--- src/sv/lcc_pkg.sv ---
`default_nettype none

package lcc_pkg;

  localparam int MAX_TAPS   = 32;
  localparam int TAP_AW     = $clog2(MAX_TAPS);
  localparam int LEN_W      = $clog2(MAX_TAPS + 1);
  localparam int SAMPLE_W   = 16;
  localparam int PROD_W     = 2 * SAMPLE_W;
  localparam int ACC_W      = 38;
  localparam int KLEN_W     = 6;
  localparam int TIDX_W     = 5;
  localparam int CFG_IDX_W  = 2;
  localparam int CFG_DATA_W = 6;

  localparam logic [CFG_IDX_W-1:0] REG_KERNEL_LENGTH  = CFG_IDX_W'(0);
  localparam logic [CFG_IDX_W-1:0] REG_CORRELATE_MODE = CFG_IDX_W'(1);

  localparam logic REQ_TAP    = 1'b0;
  localparam logic REQ_SAMPLE = 1'b1;

  typedef logic signed [SAMPLE_W-1:0] sample_t;

  // control for the delay-line cells
  typedef struct packed {
    logic shift_in;
    logic rotate;
    logic clear;
  } cell_ctl_t;

  // control for the tap store and multiply-accumulate
  typedef struct packed {
    logic              start;
    logic              tap_wr;
    logic [TAP_AW-1:0] wr_addr;
    sample_t           wr_data;
    logic              step;
    logic [TAP_AW-1:0] rd_addr;
    sample_t           sample;
  } mac_ctl_t;

endpackage

`default_nettype wire

--- src/sv/lcc_cell.sv ---
`default_nettype none

module lcc_cell
  import lcc_pkg::*;
(
  input  wire logic      clk,
  input  wire logic      rst,
  input  wire cell_ctl_t ctl,
  input  wire sample_t   left,
  input  wire sample_t   right,
  output sample_t        q
);

  // one delay-line position; shifts in from the left, rotates from the right
  always_ff @(posedge clk) begin
    if (rst || ctl.clear) begin
      q <= '0;
    end else if (ctl.shift_in) begin
      q <= left;
    end else if (ctl.rotate) begin
      q <= right;
    end
  end

endmodule

`default_nettype wire

--- src/sv/lcc_mac.sv ---
`default_nettype none

module lcc_mac
  import lcc_pkg::*;
(
  input  wire logic              clk,
  input  wire logic              rst,
  input  wire mac_ctl_t          ctl,
  output logic signed [ACC_W-1:0] acc
);

  sample_t                    taps [MAX_TAPS];
  sample_t                    tap_q;
  sample_t                    smp_q;
  logic                       v1;
  logic                       v2;
  logic signed [PROD_W-1:0]   prod;

  always_ff @(posedge clk) begin
    if (ctl.tap_wr) begin
      taps[ctl.wr_addr] <= ctl.wr_data;
    end
  end

  always_ff @(posedge clk) begin
    tap_q <= taps[ctl.rd_addr];
    smp_q <= ctl.sample;
    prod  <= tap_q * smp_q;
  end

  always_ff @(posedge clk) begin
    if (rst) begin
      v1 <= 1'b0;
      v2 <= 1'b0;
    end else begin
      v1 <= ctl.step;
      v2 <= v1;
    end
  end

  always_ff @(posedge clk) begin
    if (ctl.start) begin
      acc <= '0;
    end else if (v2) begin
      acc <= acc + ACC_W'(prod);
    end
  end

endmodule

`default_nettype wire

--- src/sv/linear_convolution_correlation_unit.sv ---
`default_nettype none

// channel  | direction | handshake               | payload
// ---------+-----------+-------------------------+------------------------------------------
// input    | in        | in_valid / in_stall     | req_type, tap_index, sample_value,
//          |           |                         | last_sample
// output   | out       | out_valid / out_stall   | conv_value, run_last
// config   | in        | cfg_valid / cfg_ready   | cfg_index, cfg_data
//
// a tap item never occupies the engine; each output of a sample item is formed by a full
// rotation of the cell chain, the multiply-accumulate drain (S_DRAIN_A, S_DRAIN_B) and a
// hand-over in S_DONE, a last sample with L taps gives L outputs, the last L-1 of them from
// zero inputs, and the input is free again in the same cycle as the final output is valid
// reset clears the delay line, the output valid and the registers
// (kernel_length 1, convolution); kernel taps are undefined until written
// a held output stall only holds the engine once its next result is ready

module linear_convolution_correlation_unit
  import lcc_pkg::*;
(
  input  wire logic                  clk,
  input  wire logic                  rst,
  // input channel
  input  wire logic                  in_valid,
  output logic                       in_stall,
  input  wire logic                  req_type,
  input  wire logic [TIDX_W-1:0]     tap_index,
  input  wire sample_t               sample_value,
  input  wire logic                  last_sample,
  // output channel
  output logic                       out_valid,
  input  wire logic                  out_stall,
  output logic signed [ACC_W-1:0]    conv_value,
  output logic                       run_last,
  // configuration
  input  wire logic                  cfg_valid,
  output logic                       cfg_ready,
  input  wire logic [CFG_IDX_W-1:0]  cfg_index,
  input  wire logic [CFG_DATA_W-1:0] cfg_data
);

  typedef enum logic [2:0] {
    S_IDLE,
    S_ROTATE,
    S_DRAIN_A,
    S_DRAIN_B,
    S_DONE
  } state_t;

  state_t                  state;
  logic [TAP_AW-1:0]       k;          // rotation step, also delay position at the head
  logic [LEN_W-1:0]        tail_left;  // zero-input outputs still owed after a last sample
  logic                    last_run;

  logic [KLEN_W-1:0]       kernel_length;
  logic                    correlate_mode;
  logic [LEN_W-1:0]        len;

  logic                    in_acc;
  logic                    smp_acc;
  logic                    out_free;
  logic                    tail_go;

  cell_ctl_t               cell_ctl;
  mac_ctl_t                mac_ctl;
  sample_t                 x_in;
  sample_t                 w [MAX_TAPS];
  logic signed [ACC_W-1:0] acc;
  logic [LEN_W-1:0]        rev_idx;

  // configuration registers, always ready
  assign cfg_ready = 1'b1;

  always_ff @(posedge clk) begin
    if (rst) begin
      kernel_length  <= KLEN_W'(1);
      correlate_mode <= 1'b0;
    end else if (cfg_valid && cfg_ready) begin
      unique case (cfg_index)
        REG_KERNEL_LENGTH:  kernel_length  <= cfg_data[KLEN_W-1:0];
        REG_CORRELATE_MODE: correlate_mode <= cfg_data[0];
        default: ;
      endcase
    end
  end

  // effective length: zero reads as one, oversize saturates
  always_comb begin
    priority if (kernel_length == '0) begin
      len = LEN_W'(1);
    end else if (32'(kernel_length) > MAX_TAPS) begin
      len = LEN_W'(MAX_TAPS);
    end else begin
      len = LEN_W'(kernel_length);
    end
  end

  assign in_stall = (state != S_IDLE);
  assign in_acc   = in_valid && !in_stall;
  assign smp_acc  = in_acc && (req_type == REQ_SAMPLE);
  assign out_free = !out_valid || !out_stall;
  assign tail_go  = (state == S_DONE) && out_free && (tail_left != '0);

  // new sample enters at the head; tail outputs feed zeros
  assign x_in = (state == S_IDLE) ? sample_value : '0;

  always_comb begin
    cell_ctl.shift_in = smp_acc || tail_go;
    cell_ctl.rotate   = (state == S_ROTATE);
    cell_ctl.clear    = (state == S_DONE) && out_free && (tail_left == '0) && last_run;
  end

  // correlation reads taps back to front
  assign rev_idx = len - LEN_W'(1) - LEN_W'(k);

  always_comb begin
    mac_ctl.start   = smp_acc || tail_go;
    mac_ctl.tap_wr  = in_acc && (req_type == REQ_TAP) && (32'(tap_index) < MAX_TAPS);
    mac_ctl.wr_addr = TAP_AW'(tap_index);
    mac_ctl.wr_data = sample_value;
    mac_ctl.step    = (state == S_ROTATE) && (LEN_W'(k) < len);
    mac_ctl.rd_addr = correlate_mode ? TAP_AW'(rev_idx) : k;
    mac_ctl.sample  = w[0];
  end

  // chain of delay cells: cell 0 is the newest sample, the chain rotates
  // towards the head once per tap position during accumulation
  for (genvar i = 0; i < MAX_TAPS; i++) begin : g_cell
    lcc_cell u_cell (
      .clk   (clk),
      .rst   (rst),
      .ctl   (cell_ctl),
      .left  ((i == 0) ? x_in : w[(i == 0) ? 0 : i - 1]),
      .right (w[(i + 1) % MAX_TAPS]),
      .q     (w[i])
    );
  end

  lcc_mac u_mac (
    .clk (clk),
    .rst (rst),
    .ctl (mac_ctl),
    .acc (acc)
  );

  // sequencer and output register
  always_ff @(posedge clk) begin
    if (rst) begin
      state     <= S_IDLE;
      k         <= '0;
      tail_left <= '0;
      last_run  <= 1'b0;
      out_valid <= 1'b0;
    end else begin
      // a finished sum loads the output register, a taken item empties it
      if (state == S_DONE && out_free) begin
        out_valid <= 1'b1;
      end else if (!out_stall) begin
        out_valid <= 1'b0;
      end
      unique case (state)
        S_IDLE: begin
          if (smp_acc) begin
            state     <= S_ROTATE;
            k         <= '0;
            last_run  <= last_sample;
            tail_left <= last_sample ? (len - LEN_W'(1)) : '0;
          end
        end
        S_ROTATE: begin
          k <= k + TAP_AW'(1);
          if (k == TAP_AW'(MAX_TAPS - 1)) begin
            state <= S_DRAIN_A;
          end
        end
        S_DRAIN_A: state <= S_DRAIN_B;
        S_DRAIN_B: state <= S_DONE;
        S_DONE: begin
          if (out_free) begin
            conv_value <= acc;
            run_last   <= last_run && (tail_left == '0);
            if (tail_left != '0) begin
              tail_left <= tail_left - LEN_W'(1);
              k         <= '0;
              state     <= S_ROTATE;
            end else begin
              state <= S_IDLE;
            end
          end
        end
        default: state <= S_IDLE;
      endcase
    end
  end

endmodule

`default_nettype wire

--- config.mk ---
export PLATFORM = sky130hd
export DESIGN_NAME = linear_convolution_correlation_unit
export DESIGN_NICKNAME = d
export VERILOG_FILES = /design/src/sv/lcc_pkg.sv /design/src/sv/lcc_cell.sv /design/src/sv/lcc_mac.sv /design/src/sv/linear_convolution_correlation_unit.sv
export SDC_FILE = /design/constraint.sdc
export NUM_CORES = 2
export LEC_CHECK = 0
export BUFFER_PORTS_ARGS = -buffer_cell sky130_fd_sc_hd__buf_2
export CAP_MARGIN = 20
export CORE_MARGIN = 2
export CORE_UTILIZATION = 60
export CTS_BUF_LIST = sky130_fd_sc_hd__clkbuf_8
export DETAILED_ROUTE_END_ITERATION = 7
export PLACE_DENSITY = 0.75
export SETUP_SLACK_MARGIN = 0.15
export SLEW_MARGIN = 0
export SYNTH_ARGS = -nofsm -noshare
export SYNTH_HDL_FRONTEND = slang
export SYNTH_SLANG_ARGS = --single-unit
--- constraint.sdc ---
create_clock -name clk -period 7.8 [get_ports clk]
set_clock_uncertainty 0.15 [all_clocks]
set_input_delay 0.78 -clock clk [delete_from_list [all_inputs] [get_ports clk]]
set_output_delay 0.78 -clock clk [all_outputs]
set_load 0.01 [all_outputs]
# Word-level counts from Yosys, hierarchy flattened
# Memory sizes are Yosys's and may differ from the RTL's. A register that Yosys moved wholly into a read port is not among the register bits.
# Cells that the tools add are included.
# word_totals
register_bits,662
mem_bits_rw,512
in_bits,36
out_inout_bits,42
wordCells,185
n_memories,1
# classes
addsub,5
mul,1
magnitude_cmp,2
n_eq_ne,11
muxes,86
bitwise_logic,2
reduce_logical,31
# memory_table
memory,words,word_bits,read_ports,rd_ports_with_merged_regs,wr,line_no,text
u_mac.taps,32,16,1,1,1,lcc_mac.sv:12,sample_t taps [MAX_TAPS];
# ops
operator,count
$mux W16,65
$add A38 B32 Y38,1
$mux W6,6
$mul A16 B16 Y32,1
$mux W5,4
$pmux W3 S5,1
$pmux W5 S3,1
$logic_not A6 Y1,2
$pmux W6 S2,1
$sub A6 B1 Y6 const B,2
$logic_and A1 B1 Y1,9
$mux W3,3
$reduce_and A4 Y1,2
$eq A3 B2 Y1 const B,2
$gt A6 B6 Y1 const B,1
$lt A5 B6 Y1,1
$ne A2 B1 Y1 const B,3
$reduce_and A2 Y1,3
$reduce_and A3 Y1,2
$reduce_bool A3 Y1,2
$reduce_bool A6 Y1,1
$add A5 B1 Y5 const B,1
$eq A5 B5 Y1 const B,1
$mux W1,5
11 further kinds,18

# Longest topological paths before layout
# logic_depth
ltp_word,7
mapped_depth,25
mapped_depth_nobuf,23

# Cells and area by module
# From an unflattened synthesis, not the netlist that was laid out.
# hier_totals
hier_cells,4834
area_unflattened_um2,64056.4
# by_module_without_submodules
module,instances,cells_each,area_per_inst_um2,seq_area_each_um2
lcc_mac,1,2311,33853.7,17456.7
lcc_cell,32,71,853.3,320.3
linear_convolution_correlation_unit,1,251,2896.5,1631.6

# Least setup slack after synthesis
# Ideal clock, no wire load.
# synth_path
path_kind,register to register
from,reg u_mac.tap_q[15] (read register of u_mac.taps)
to,reg u_mac.prod[30]
setup_ns,0.072
arrival_ns,5.852
required_ns,7.578
setup_slack_ns,1.726
stages_incl_launch_ff,24
path_buffers,2
period_less_slack_ns,6.074
cell_sequence,dfxtp_1 clkbuf_1 nand2_1 inv_1 fa_1 fa_1 fa_1 fa_1 fa_1 inv_1 fa_1 inv_1 ha_1 clkbuf_1 nand2_1 nand2_1 a21o_1 a21o_1 a21oi_1 nor2_1 a21oi_1 o311ai_1 a21oi_1 xnor2_1
# synth_between
elab_chain_len,1
# synth_rtl
element,line_no,text
start: declaration,lcc_mac.sv:13,sample_t tap_q;
$mul A16 B16 Y32,lcc_mac.sv:28,prod <= tap_q * smp_q;
end signal: assignment,lcc_mac.sv:28,
end: declaration,lcc_mac.sv:17,logic signed [PROD_W-1:0] prod;
# No other way between the ends.
# A chain may end at the register's enable or synchronous reset.

# Final worst setup path
# Same ends and word-level chain as after synthesis.

==> results.cfg <==
[power]
cellLeakagePower_nw = 24.4
vdd_ir_drop_max_mv = 0.187
finalPower_mw = 14.9
power_density_nw_per_um2 = 233

[setup_path]
crit_family = adder cells
path_cells = nand2_1, inv_1, fa_1, fa_1, fa_1, fa_1, fa_1, inv_1, fa_1, inv_1, ha_1, nand2_1, nand2_1, a21o_1, a21o_1, a21oi_1, nor2_1, a21oi_1, o311ai_1, a21oi_1, xnor2_1
cp_slowest_stage_delay_ps = 940
critPathArrivalTime_ps = 7200
timing.rr.end = u_mac.prod[30]
crit_slowest_cell = fa_1
r2r_start = u_mac.tap_q[15]
crit_path_max_fanout = 16
critPathRequiredTime_ps = 8420
reg2reg_depth = 21
crit_path_start_kind = flop
cp_common_cell = fa_1
crit_path_end_kind = flop
r2r_setup_slack_ps = 1230
crit_type = reg -> reg
crit_buf_inv = 3

[yosys]
synth_edf_count = 551
synthArstFlopShare = 0
synthCells = 6043
syn_area_um2 = 59100
avgSynthCellArea_um2 = 9.78
yosysSeqAreaShare = 0.497
ys_ff_latch = 1190
yosys_most_used_dff = dfxtp_1
synth_fp_nets = 6475
yosysUniqueCellTypes = 72
ys_warn_count = 0

[timing]
final_max_slew_viol_count = 0
setup_viol = 0
maxSlewHeadroom = 0.182
fin_setup_tns_ps = 0
rsz0062_at_grt = no
tightest_slew_ps = 1230
period_share = 0.843
min_period_ps = 6570
fmax_ghz = 0.152
hold_violations = 0

[layout]
ff_latch_area_um2 = 29300
design_area_um2 = 64000
layout_commonest_cell = nand2_1
multiInputGateArea_um2 = 27000
drive_above_1_share = 0.0747
final_cell_mix = 1,437 x nand2_1, 638 x dfxtp_1, 593 x nor2_1, 551 x edfxtp_1, 545 x a311oi_1
nets = 6344
layout-area-overhead-vs-synth_pct = 8.42
n_fill_cell = 7578

[route]
vias = 43300
viasPerCell = 5.89
wl_um = 133000
drt_iter0_markers = 4390
postRouteAntennaNets = 0
drc = 0
wl_per_cell_um = 18.1
drt_first_pass_iters = 5

[worst_hold_path]
min_to = tail_left[0]
hold_path_depth = 3
min_path_type = in -> reg
holdCritStartpoint = last_sample

[floorplan]
die_y_um = 318
dieArea_um2 = 101000
core_area_um2 = 98000
initial_core_util = 0.603
fp-row-count = 115
die_w_um = 318
num_io_pins = 78

[flow_run]
cap_violations = 0

[status]
outcome = complete, no violations

[cts]
clk_pin_slew_worst_paths_ps = 60
root_buffer = clkbuf_8
clock_latency_ps = 860
postCtsSetupBuffers = 0
cts.path.max_buffers = 3
cts_buffers = 187
ctsHoldBuffers = 6
htree_num_levels = 4
clock-sinks = 1190
cts_resized = 0
cts_tree = done

[global_routing]
grtUsageTotal = 0.259
grt_max_degree = 292
grt_overflow = 0
grt_pass1_wl_um = 215000
grt_pass1_vias = 41200
antenna_found_initial = 8

[place]
placed_area_um2 = 60000
place_hpwl_um = 81600
place.gp.congestion = 0.880
portBuffers = 76
-- routing by layer --
layer  up-vias  track usage  share of wire
li1      20800            -              -
met1     21000        0.365           0.45
met2      1271        0.412           0.47
met3       227       0.0407          0.059
met4         2       0.0837          0.025
met5         -            0       0.000068
-- kinds of logic after synthesis --
| logic type | after synthesis | share of synthesized area |
|---|---|---|
| XOR/XNOR | 77 | 0.0115 |
| AO/OA/AOI/OAI | 1143 | 0.148 |
| AND/OR/NAND/NOR | 2428 | 0.170 |
| other | 1 | 0.0000635 |
| buffers and inverters | 769 | 0.0501 |
| multiplexers | 39 | 0.00663 |
| adder cells (fa/ha/maj) | 396 | 0.117 |
| flip-flops | 1190 | 0.497 |
-- how the worst max path moves through the flow --
stage	from	end	slack [ps]	cells past startpoint
after CTS	u_mac.tap_q[15]	u_mac.prod[30]	1260	21
final	u_mac.tap_q[15]	u_mac.prod[30]	1230	21
after global routing	u_mac.tap_q[15]	u_mac.prod[30]	820	21
after floorplan	u_mac.tap_q[15]	u_mac.prod[30]	1730	23
after global placement	u_mac.smp_q[7]	u_mac.prod[31]	1260	23
after detailed placement	u_mac.tap_q[15]	u_mac.prod[30]	1240	21
-- synth_stat cells (132+ instances only) --
cell / number / share of area
a211oi_1: 184 / 0.023
a21oi_1: 156 / 0.013
a311oi_1: 545 / 0.081
and2_1: 222 / 0.024
clkbuf_1: 385 / 0.024
dfxtp_1: 639 / 0.22
edfxtp_1: 551 / 0.28
fa_1: 264 / 0.089
ha_1: 132 / 0.028
inv_1: 310 / 0.020
nand2_1: 1437 / 0.091
nor2_1: 623 / 0.040
-- worst register-to-register path, stage by stage (launching register included) --
cell and delay [ps]:
dfxtp_1 700, nand2_1 200, inv_1 160, fa_1 540, fa_1 940, fa_1 540, fa_1 500, fa_1 490
inv_1 50, fa_1 470, inv_1 40, ha_1 360, nand2_1 120, nand2_1 70, a21o_1 190, a21o_1 170
a21oi_1 190, nor2_1 80, a21oi_1 140, o311ai_1 120, a21oi_1 200, xnor2_1 130
-- layout make-up --
type,instances,share of cell area
tap,1287,0.0251
sequential,1190,0.458
clock buffer,217,0.0466
antenna,6,0.000234
clock inverter,127,0.0139
multi-input combinational,4084,0.421
timing repair buffer,139,0.0169
inverter,310,0.0182
-- per-stage QoR --
step	setup WS, ps	hold WS [ps]	std cells	util
floorplan	1730	215	6043	-
global placement	1260	251	6993	0.612
detailed placement	1240	247	6995	0.612
CTS	1260	56.2	7345	0.652
global route	819	102	7358	0.654
finish	1230	142	7360	0.654
-- flip-flops by register name, summed over array words and instances (netlist names) --
register,cells
g_cell.u_cell.q,512
tail_left,6
u_mac.taps,512
out_valid,1
u_mac.v1,1
conv_value,38
u_mac.prod,32
u_mac.v2,1
run_last,1
u_mac.acc,38
u_mac.tap_q,16
correlate_mode,1
k,5
state,3
u_mac.smp_q,16
last_run,1
kernel_length,6
-- power by group --
part           total, mW  leakage [nW]  internal (mW)  switching (mW)
registers           7.16          10.2           6.86           0.296
clock network       5.42          2.22           2.95            2.47
logic               2.32          12.0          0.884            1.44
total               14.9          24.4           10.7            4.20
Note: power is estimated with default switching activity, not from simulation.
